**src/rtl/core/ugnb_ram.sv**
```systemverilog
// generic single write port, single read port ram with registered read data
// no dependencies

module ugnb_ram #(
    parameter int WIDTH = 8,
    parameter int DEPTH = 16
) (
    input  logic                     i_clk,
    input  logic                     i_we,
    input  logic [$clog2(DEPTH)-1:0] i_waddr,
    input  logic [WIDTH-1:0]         i_wdata,
    input  logic [$clog2(DEPTH)-1:0] i_raddr,
    output logic [WIDTH-1:0]         o_rdata
);

    logic [WIDTH-1:0] r_mem [DEPTH];
    logic [WIDTH-1:0] r_rdata;

    // write port
    always_ff @(posedge i_clk) begin
        if (i_we) begin
            r_mem[i_waddr] <= i_wdata;
        end
    end

    // registered read port
    always_ff @(posedge i_clk) begin
        r_rdata <= r_mem[i_raddr];
    end

    assign o_rdata = r_rdata;

endmodule

```
**config.mk**
```make
export PLATFORM = sky130hd
export DESIGN_NAME = ugnb_ram
export DESIGN_NICKNAME = d
export VERILOG_FILES = /design/src/rtl/core/ugnb_ram.sv
export SDC_FILE = /design/constraint.sdc
export NUM_CORES = 1
export LEC_CHECK = 0
export BUFFER_PORTS_ARGS = -buffer_cell sky130_fd_sc_hd__buf_2
export CORE_UTILIZATION = 40
export CTS_CLUSTER_SIZE = 16
export DETAILED_ROUTE_END_ITERATION = 6
export PLACE_DENSITY_LB_ADDON = 0.25
export SLEW_MARGIN = 20
export SYNTH_ARGS = -nofsm -noshare
export SYNTH_HDL_FRONTEND = slang
export SYNTH_SLANG_ARGS = --single-unit
```
**constraint.sdc**
```tcl
create_clock -name i_clk -period 2.4 [get_ports i_clk]
set_input_delay 0.48 -clock i_clk [delete_from_list [all_inputs] [get_ports i_clk]]
set_output_delay 0.48 -clock i_clk [all_outputs]
set_load 0.02 [all_outputs]
```
==> impl_metrics.py <==
metrics = {
    "outcome": {
        "outcome": "finished, final reports clean",
    },
    "clocking": {
        "hold_buffers": 0,
        "cts_setup_buffers": 0,
        "clock_tree.htree_level_count": 4,
        "clock_tree_buf_depth": 2,
        "cts_num_sinks": 136,
        "cts_root_buffer": "sky130_fd_sc_hd__clkbuf_16",
        "clkSlewWorstSetupHoldPaths_ns": 0.06,
        "cts_buffers": 17,
        "cts.repair.resized": 0,
        "tritoncts": "yes",
        "clk-insertion-delay-late_ns": 0.40,
    },
    "cells_and_area": {
        "syn_to_final_growth_pct": 18.9,
        "share_of_cells_above_drive_strength_1_pct": 31.1,
        "num-nets-final": 301,
        "nFillCells": 1036,
        "antenna-diode-count": 0,
    },
    "logic_synthesis": {
        "mean_cell_area_of_the_mapped_netlist_sq_um": 22.5,
        "synth_seq_area_share_pct": 77.8,
        "synthMostInstantiatedCell": "sky130_fd_sc_hd__edfxtp_1",
        "synth.distinct_cells": 19,
        "post_syn_nets": 247,
        "dominantRegCellSynth": "sky130_fd_sc_hd__edfxtp_1",
        "asyncSetResetFlopFracSynth_pct": 0,
        "synth.top_cells.by_area": "sky130_fd_sc_hd__edfxtp_1, sky130_fd_sc_hd__mux4_2, sky130_fd_sc_hd__mux4_1",
        "synth-warning-count": 0,
        "netlist.area_leader.share_pct": 74.7,
        "synth_top_cells_by_count": "sky130_fd_sc_hd__edfxtp_1, sky130_fd_sc_hd__mux4_2, sky130_fd_sc_hd__a22oi_1",
        "synth_enable_flop_cells": 128,
        "mappedNetlistArea_sq_um": 5150,
        "ys_ff_latch": 136,
        "synth_top_area_cell": "sky130_fd_sc_hd__edfxtp_1",
        "post_synth_inst_count": 229,
    },
    "drt": {
        "wire_per_inst_um": 20.5,
        "drt_first_iter_violations": 161,
        "vias_per_cell": 5.09,
        "routed_wl_um": 9590,
        "drc": 0,
        "ant_nets": 0,
        "tritonroute_pass_1_iters": 4,
        "vias": 2383,
    },
    "power": {
        "worst_ir_drop_vdd_uv": 540,
        "design_power_total_w": 0.00528,
        "leak_nw": 2.08,
        "power.density_cell_area_nw_per_um2": 863,
    },
    "sta": {
        "timing.final.crit_period_ns": 1.60,
        "slew_at_the_pin_closest_to_its_max_slew_limit_ns": 0.741,
        "slew_violations": 0,
        "fin_worst_skew_ns": 0.00816,
        "fin_setup_tns_ns": 0,
        "report.final.hold_viol_count": 0,
        "postLayoutSetupSlackWorst_ns": 0.802,
        "grt_setup_unrepaired": "false",
        "final.period_utilization_pct": 66.6,
        "report.final.setup_viol": 0,
        "fmaxAchievable_mhz": 626,
        "maxSlewHeadroom_pct": 50.5,
    },
    "setup_path": {
        "critical_path.max_stage_delay_ns": 0.58,
        "critical_path_class": "in2reg",
        "crit_chain": "buf_2 -> buf_12 -> mux4_1 -> a22oi_1 -> nand2_1",
        "critical_path.endpoint_type": "register",
        "crit_slowest_cell": "sky130_fd_sc_hd__mux4_1",
        "worstPathRequired_ns": 2.68,
        "crit_arrival_ns": 1.88,
        "crit_path_max_fanout": 20,
        "category_of_the_worst_setup_path_launch_point": "input pin",
    },
    "die": {
        "coreArea_sq_um": 12600,
        "num_rows": 41,
        "chipHeight_um": 115,
        "floorplan.die.width_um": 115,
        "top_level_ports": 26,
        "die_ar_sq_um": 13300,
        "floorplan.initialDensity_pct": 41.0,
    },
    "place": {
        "preCtsSetupSlack_ns": 0.315,
        "port_buffer_cells": 25,
        "gp_congestion": 0.688,
        "dp_hpwl_um": 6240,
    },
    "global_routing": {
        "grt_overflow": 0,
        "first_global_vias": 2475,
        "grt_start_max_net_pins": 24,
        "antenna_found_initial": 0,
        "grt_first_pass_wirelength_um": 14600,
        "grtUsageTotal_pct": 16.2,
    },
    "flow_run": {
        "max_cap_violations": 0,
    },
    "min_path": {
        "hp_class": "in2reg",
    },
}
-- registers in the layout, indices dropped and copies added, names as in the netlist --
name     flops
r_mem      128
o_rdata      8
-- metrics by stage --
step	instance area [sq um]	hold slack (ns)	cells	util, %
finish	6120	0.459	468	48.7
global route	6120	0.454	468	48.7
CTS	6120	0.443	468	48.7
detailed placement	5580	0.658	436	44.4
global placement	5580	0.650	436	44.4
floorplan	5150	0.579	229	-
-- kinds of logic after synthesis --
kind of cell           Yosys count  synth area share [%]
and+or+nand+nor                 35                  3.18
AOI/OAI and AO/OA               16                  2.33
DFF                            136                  77.8
muxes                           32                  15.0
buffers and inverters           10                  1.68
-- layout make-up --
| cell class | count | area, sq um | share of cell area [%] |
|---|---|---|---|
| Sequential cell | 136 | 4000 | 65.4 |
| Multi-Input combinational cell | 83 | 1060 | 17.3 |
| Clock buffer | 22 | 464 | 7.58 |
| Timing Repair Buffer | 45 | 300 | 4.91 |
| Tap cell | 172 | 215 | 3.52 |
| Clock inverter | 10 | 80.1 | 1.31 |
-- placed cells by master, fill, tap and decap left out --
cell type                    count
sky130_fd_sc_hd__a22oi_1        16
sky130_fd_sc_hd__and2_1          1
sky130_fd_sc_hd__and2b_1         1
sky130_fd_sc_hd__buf_12          2
sky130_fd_sc_hd__buf_2          25
sky130_fd_sc_hd__buf_4          18
sky130_fd_sc_hd__bufinv_16       1
sky130_fd_sc_hd__clkbuf_1        3
sky130_fd_sc_hd__clkbuf_16      17
sky130_fd_sc_hd__clkbuf_8        2
sky130_fd_sc_hd__clkinv_1        1
sky130_fd_sc_hd__clkinv_2        6
sky130_fd_sc_hd__clkinv_4        1
sky130_fd_sc_hd__clkinvlp_4      1
sky130_fd_sc_hd__dfxtp_1         8
sky130_fd_sc_hd__edfxtp_1      128
sky130_fd_sc_hd__mux4_1         14
sky130_fd_sc_hd__mux4_2         18
sky130_fd_sc_hd__nand2_1         9
sky130_fd_sc_hd__nand2b_1        2
sky130_fd_sc_hd__nand3_1         1
sky130_fd_sc_hd__nand3b_1        2
sky130_fd_sc_hd__nor2_1         13
sky130_fd_sc_hd__nor2b_1         1
sky130_fd_sc_hd__nor3_1          4
sky130_fd_sc_hd__or3b_2          1
-- routing by layer --
metal | global-route usage, % | up-vias | routed length [um]
met5 | 0 | - | 0
met4 | 5.71 | 0 | 95
met2 | 26.0 | 42 | 5020
li1 | - | 1081 | -
met3 | 5.18 | 7 | 316
met1 | 21.0 | 1253 | 4160
-- worst max-delay path: cells and delay by family --
kind                   cells  cell delay [ns]
AO/OA/AOI/OAI              1             0.26
buffers and inverters      2             0.47
multiplexers               1             0.58
AND/OR/NAND/NOR            1             0.07
-- path summary, 6_finish.rpt --
kind,startpoint,end,slack [ns],depth (start not counted)
worst min register to register,r_mem[14][3],o_rdata[3],0.67,3
worst max register to register,r_mem[1][1],o_rdata[1],1.08,3
worst min-delay path,i_wdata[5],r_mem[7][5],0.46,1
worst max-delay path,i_raddr[0],o_rdata[4],0.80,5
-- report_power, final --
group	internal, W	total (W)	switching (W)
clock	0.00146	0.00235	0.000884
combinational	0.000108	0.000259	0.000151
sequential	0.00266	0.00267	0.0000167
total	0.00423	0.00528	0.00105
No activity file was read; power rests on OpenSTA's default activity.
