`src/rtl/core/ugnb_pkg.sv`:
```
// shared types, constants and helper functions for the uniform grid neighbour binning block
// no dependencies; compiled before the interfaces and modules

package ugnb_pkg;

    // sizing of the grid and its stores
    localparam int MAX_PARTICLES      = 4096;
    localparam int CELL_CAPACITY      = 16;
    localparam int MAX_CELLS_PER_AXIS = 16;

    localparam int COORD_W   = $clog2(MAX_CELLS_PER_AXIS);
    localparam int NAX_W     = $clog2(MAX_CELLS_PER_AXIS + 1);
    localparam int CELL_W    = 3 * COORD_W;
    localparam int NUM_CELLS = MAX_CELLS_PER_AXIS * MAX_CELLS_PER_AXIS * MAX_CELLS_PER_AXIS;
    localparam int PID_W     = $clog2(MAX_PARTICLES);
    localparam int CAP_W     = $clog2(CELL_CAPACITY);
    localparam int CNT_W     = $clog2(CELL_CAPACITY + 1);
    localparam int MEM_AW    = CELL_W + CAP_W;
    localparam int PCELL_W   = CELL_W + 1;
    localparam int SWEEP_W   = (CELL_W > PID_W) ? CELL_W : PID_W;

    // field widths
    localparam int KIND_W = 2;
    localparam int ID_W   = 12;
    localparam int POS_W  = 16;
    localparam int SLOT_W = 5;
    localparam int STAT_W = 2;
    localparam int INV_W  = 16;
    localparam int NREG_W = 5;
    localparam int CFG_W  = 16;
    localparam int CIDX_W = 3;
    localparam int FRAC_W = 8;

    // derived arithmetic widths for the binning multiply
    localparam int DIFF_W  = POS_W + 1;
    localparam int PROD_W  = DIFF_W + INV_W + 1;
    localparam int WHOLE_W = PROD_W - FRAC_W * 2;

    localparam logic [SWEEP_W-1:0] SWEEP_LAST = SWEEP_W'((1 << SWEEP_W) - 1);
    localparam logic [SWEEP_W-1:0] CELL_LAST  = SWEEP_W'(NUM_CELLS - 1);
    localparam logic [SLOT_W-1:0]  SLOT_MAX   = SLOT_W'(26);
    localparam logic [CNT_W-1:0]   CAP_CNT    = CNT_W'(CELL_CAPACITY);

    // item kinds
    typedef enum logic [KIND_W-1:0] {
        KIND_CLEAR  = 2'd0,
        KIND_INSERT = 2'd1,
        KIND_QUERY  = 2'd2,
        KIND_NONE   = 2'd3
    } t_kind;

    // result status codes
    typedef enum logic [STAT_W-1:0] {
        ST_OK       = 2'd0,
        ST_OUTSIDE  = 2'd1,
        ST_FULL     = 2'd2,
        ST_NBR_OUT  = 2'd3
    } t_status;

    // configuration register indexes
    typedef enum logic [CIDX_W-1:0] {
        CFG_ORIGIN_X = 3'd0,
        CFG_ORIGIN_Y = 3'd1,
        CFG_ORIGIN_Z = 3'd2,
        CFG_INV_CELL = 3'd3,
        CFG_CELLS_X  = 3'd4,
        CFG_CELLS_Y  = 3'd5,
        CFG_CELLS_Z  = 3'd6
    } t_cfg_idx;

    // controller states
    typedef enum logic [3:0] {
        S_INIT,
        S_IDLE,
        S_CLEAR,
        S_BIN,
        S_INS,
        S_QRY,
        S_QCNT,
        S_QMEM,
        S_EMIT
    } t_state;

    // input item payload
    typedef struct packed {
        logic [KIND_W-1:0]       kind;
        logic [ID_W-1:0]         particle_id;
        logic signed [POS_W-1:0] pos_x;
        logic signed [POS_W-1:0] pos_y;
        logic signed [POS_W-1:0] pos_z;
        logic [SLOT_W-1:0]       neighbor_slot;
    } t_in_item;

    // result item payload
    typedef struct packed {
        logic [ID_W-1:0]   neighbor_id;
        logic              found;
        logic              last;
        logic [STAT_W-1:0] status;
    } t_out_item;

    // per-axis lane finding
    typedef struct packed {
        logic               outside;
        logic [COORD_W-1:0] coord;
    } t_axis_res;

    // neighbour offsets, each shifted by one
    typedef struct packed {
        logic [1:0] dz;
        logic [1:0] dy;
        logic [1:0] dx;
    } t_slot_d;

    // clamp a cell-count register to the supported range
    function automatic logic [NAX_W-1:0] axis_cells(input logic [NREG_W-1:0] r);
        logic [NAX_W-1:0] n;
        if (r == '0) begin
            n = NAX_W'(1);
        end else if (r > NREG_W'(MAX_CELLS_PER_AXIS)) begin
            n = NAX_W'(MAX_CELLS_PER_AXIS);
        end else begin
            n = NAX_W'(r);
        end
        return n;
    endfunction

    // split a slot number into base-three digits by compare and subtract
    function automatic t_slot_d slot_offsets(input logic [SLOT_W-1:0] slot);
        t_slot_d          d;
        logic [SLOT_W-1:0] r;
        if (slot >= SLOT_W'(18)) begin
            d.dz = 2'd2;
            r    = slot - SLOT_W'(18);
        end else if (slot >= SLOT_W'(9)) begin
            d.dz = 2'd1;
            r    = slot - SLOT_W'(9);
        end else begin
            d.dz = 2'd0;
            r    = slot;
        end
        if (r >= SLOT_W'(6)) begin
            d.dy = 2'd2;
            r    = r - SLOT_W'(6);
        end else if (r >= SLOT_W'(3)) begin
            d.dy = 2'd1;
            r    = r - SLOT_W'(3);
        end else begin
            d.dy = 2'd0;
        end
        d.dx = r[1:0];
        return d;
    endfunction

endpackage

```
`src/rtl/core/ugnb_axis_lane.sv`:
```
// one axis lane: bins a position into a cell coordinate and offsets a stored coordinate
// depends on ugnb_pkg

module ugnb_axis_lane import ugnb_pkg::*; (
    input  logic                    i_clk,
    input  logic                    i_load,
    input  logic signed [POS_W-1:0] i_pos,
    input  logic signed [POS_W-1:0] i_org,
    input  logic [INV_W-1:0]        i_inv,
    input  logic [NAX_W-1:0]        i_ncell,
    input  logic [COORD_W-1:0]      i_coord,
    input  logic [1:0]              i_delta,
    output t_axis_res               o_bin,
    output t_axis_res               o_nbr
);

    logic signed [DIFF_W-1:0] diff;
    logic signed [PROD_W-1:0] r_prod;
    logic [WHOLE_W-1:0]       whole;
    logic [COORD_W:0]         p;
    logic [COORD_W:0]         pm1;

    // exact offset from the grid origin
    assign diff = DIFF_W'(i_pos) - DIFF_W'(i_org);

    // scaled offset, registered before the range check
    always_ff @(posedge i_clk) begin
        if (i_load) begin
            r_prod <= diff * $signed({1'b0, i_inv});
        end
    end

    // integer part of the scaled offset gives the cell
    assign whole         = r_prod[PROD_W-1:FRAC_W*2];
    assign o_bin.outside = r_prod[PROD_W-1] || (whole >= WHOLE_W'(i_ncell));
    assign o_bin.coord   = whole[COORD_W-1:0];

    // neighbour coordinate: stored coordinate plus shifted offset, minus one
    assign p             = {1'b0, i_coord} + (COORD_W+1)'(i_delta);
    assign pm1           = p - (COORD_W+1)'(1);
    assign o_nbr.outside = (p == '0) || (pm1 >= (COORD_W+1)'(i_ncell));
    assign o_nbr.coord   = pm1[COORD_W-1:0];

endmodule

```
`config.mk`:
```
export PLATFORM = sky130hd
export DESIGN_NAME = ugnb_axis_lane
export DESIGN_NICKNAME = d
export VERILOG_FILES = /design/src/rtl/core/ugnb_pkg.sv /design/src/rtl/core/ugnb_axis_lane.sv
export SDC_FILE = /design/constraint.sdc
export NUM_CORES = 1
export LEC_CHECK = 0
export BUFFER_PORTS_ARGS = -buffer_cell sky130_fd_sc_hd__buf_2
export CAP_MARGIN = 15
export CORE_MARGIN = 1
export CORE_UTILIZATION = 35
export DETAILED_ROUTE_END_ITERATION = 16
export GPL_ROUTABILITY_DRIVEN = 0
export PLACE_DENSITY = 0.53
export SYNTH_ARGS = -nofsm -noshare
export SYNTH_HDL_FRONTEND = slang
export SYNTH_SLANG_ARGS = --single-unit
export TNS_END_PERCENT = 100
```
`constraint.sdc`:
```
create_clock -name i_clk -period 16.6 [get_ports i_clk]
set_input_delay 0.83 -clock i_clk [delete_from_list [all_inputs] [get_ports i_clk]]
set_output_delay 0.83 -clock i_clk [all_outputs]
set_load 0.05 [all_outputs]
```
==> impl_metrics.csv <==
group,metric,value,unit
clock_network,clkTransAtPathRegs,0.05,ns
floorplan,fp-row-count,67,
critical_path,crit_required,16.60,ns
timing,hold_viol_final,0,
grt,use_met1,20.7,%
grt,grt_max_degree,26,
critical_path,critPathArrivalTime,8.60,ns
synthesis,yosysMostFrequentCell,"inv_1",
place,place_hpwl,22300,um
clock_network,post-cts-setup-buffers,0,
finish,antennaDiodeCount,0,
drt,antenna_left,0,
finish,drive_gt1_share,7.72,%
synthesis,yosys.area.top_type,"fa_1",
place,pre_cts_ws,7.71,ns
critical_path,cp-start-kind,"input port",
synthesis,synthArstFlopShare,0,%
floorplan,ioPinCount,71,
finish,largest_reg_flops,18,
timing,finalSetupTns,0,ns
floorplan,initial_core_util,35.6,%
clock_network,cts_sinks,18,
timing,setup_slack,8.00,ns
finish,multi_input_area,9890,sq um
synthesis,ys_ff_latch,18,
clock_network,cts_buffers,3,
min_path,hold_start,"i_load",
synthesis,ys.flop_type,"edfxtp_1",
grt,grt_util_all_layers,16.6,%
job,cap_violations,0,
synthesis,synth_top_area_share,45.8,%
drt,firstDrtPassIters,5,
timing,max_clock_freq,116,MHz
grt,grt-busiest-layer,"met2",
grt,first_global_vias,9283,
drt,drc,0,
grt,met2_usage,31.8,%
synthesis,yosys_warnings,0,
finish,nets,1798,
timing,rsz0062_at_grt,"false",
timing,slew_headroom,36.4,%
critical_path,critical_path_class,"input port to flip-flop",
finish,nFillCells,3506,
synthesis,synth_area,11900,sq um
critical_path,crit_top_cell,"fa_1",
synthesis,ys_seq_area_share,4.53,%
timing,period_minus_slack,8.60,ns
timing,maxSlewViolCount,0,
clock_network,cts_tree,"yes",
grt,grt_pass1_wl,46500,um
critical_path,crit_fanout,25,
floorplan,core_region_area,33500,sq um
grt,antenna_found_initial,0,
drt,wl_per_cell,14.9,um
drt,drtIter0Drc,281,
synthesis,synth_commonest_cells,"352 x inv_1, 273 x fa_1, 157 x nand2_1, 115 x ha_1, 106 x and2_1",
finish,area_delta_synth_final,7.42,%
synthesis,synth_cells,1310,
critical_path,path_delay_family,"adder cells",
critical_path,cp_num_buf_inv,4,
clock_network,cts_resized,0,
clock_network,htree_levels,1,
synthesis,synth_edf_count,18,
clock_network,cts-root-buf,"clkbuf_16",
finish,reg_top3,"r_prod: 18 flops",
synthesis,synth_area_leaders,"fa_1 46%, ha_1 12%, inv_1 11%",
min_path,hold_depth,1,
status,outcome,"completed",
synthesis,synth_cell_type_count,57,
clock_network,clock_path_buffers,2,
floorplan,die_x,187,um
critical_path,cpPeakStageDelay,0.83,ns
timing,finalSetupViolCount,0,
critical_path,cp-end-kind,"flip-flop",
min_path,hold_class,"input port to flip-flop",
grt,met3_usage,0.978,%
timing,tightest_slew,0.950,ns
critical_path,crit_slowest_cell,"o31ai_4",
finish,top_register,"r_prod",
synthesis,syn_nets,1759,
timing,fin_crit_sh,51.8,%
drt,vias_per_cell,4.63,
grt,overflow,0,
floorplan,fp.dieH,187,um
place,io_buffers,70,
floorplan,dieArea,34800,sq um
finish,register_area,541,sq um
drt,vias,8315,
clock_network,cts_hold_buf,0,
drt,drt_wl_total,26700,um
synthesis,synth_area_per_cell,9.10,sq um
min_path,hold_end,"r_prod[16]$_DFFE_PP_",
kinds of logic (layout without fill, tap and decap cells):
| family | count (synthesis) | in the layout | share of synthesized area (%) |
|---|---|---|---|
| DFF | 18 | 18 | 4.53 |
| xor gates and xnor gates | 49 | 49 | 3.79 |
| adders and majority gates | 390 | 390 | 58.1 |
| and+or+nand+nor | 371 | 371 | 15.6 |
| buffers and inverters | 397 | 435 | 12.9 |
| AOI/OAI and AO/OA | 85 | 85 | 5.14 |
worst max path at each step:
stage	endpoint	cells after the start	from	slack, ns
6_report	r_prod[33]$_DFFE_PP_	29	i_pos[0]	8.00
5_1_grt	r_prod[33]$_DFFE_PP_	28	i_pos[0]	7.46
4_1_cts	r_prod[33]$_DFFE_PP_	29	i_pos[0]	7.97
3_5_place_dp	r_prod[33]$_DFFE_PP_	29	i_pos[0]	7.71
3_3_place_gp	r_prod[27]$_DFFE_PP_	32	i_pos[0]	7.89
2_1_floorplan	r_prod[32]$_DFFE_PP_	28	i_pos[0]	8.56
layer usage:
layer	up-vias	wire, um	share of wire [%]
li1	3938	-	-
met1	4242	11300	42
met2	114	14300	54
met3	21	634	2.4
met4	0	465	1.7
met5	-	0	0
stage by stage:
step / instance area, sq um / std cells / util (%) / hold WS, ns
2_1_floorplan: 11900 / 1310 / - / 0.942
3_3_place_gp: 12700 / 1792 / 38.0 / 1.30
3_5_place_dp: 12700 / 1792 / 38.0 / 1.31
4_1_cts: 12800 / 1796 / 38.2 / 1.05
5_1_grt: 12800 / 1796 / 38.2 / 1.06
6_report: 12800 / 1796 / 38.2 / 1.04
layout make-up:
cell class / instances / share of cell area [%]
well taps: 448 / 4.38
repair buffers: 79 / 3.26
clock buffers: 3 / 0.586
flip-flops and latches: 18 / 4.22
multi-input cells: 895 / 77.2
clock inverters: 1 / 0.0293
inverters: 352 / 10.3
cell usage in the layout (no fill, tap or decap), types with 3 or more instances in the layout:
| master | count |
|---|---|
| and2_1 | 106 |
| fa_1 | 273 |
| o21a_1 | 4 |
| buf_4 | 9 |
| xnor2_2 | 6 |
| ha_1 | 115 |
| or3_1 | 4 |
| nor2b_1 | 25 |
| o211ai_1 | 3 |
| buf_2 | 70 |
| nand2b_1 | 12 |
| nand3_1 | 18 |
| a21oi_1 | 22 |
| a21o_1 | 9 |
| a31oi_1 | 3 |
| clkbuf_16 | 3 |
| and3_1 | 6 |
| o21ai_0 | 12 |
| xnor2_1 | 34 |
| inv_1 | 352 |
| nand2_1 | 157 |
| xor2_1 | 7 |
| nor3_1 | 14 |
| a211oi_1 | 6 |
| nor2_1 | 17 |
| edfxtp_1 | 18 |
Power is not shown: default switching activity piles up to over one toggle a cycle in this logic, so the estimate is an artifact.
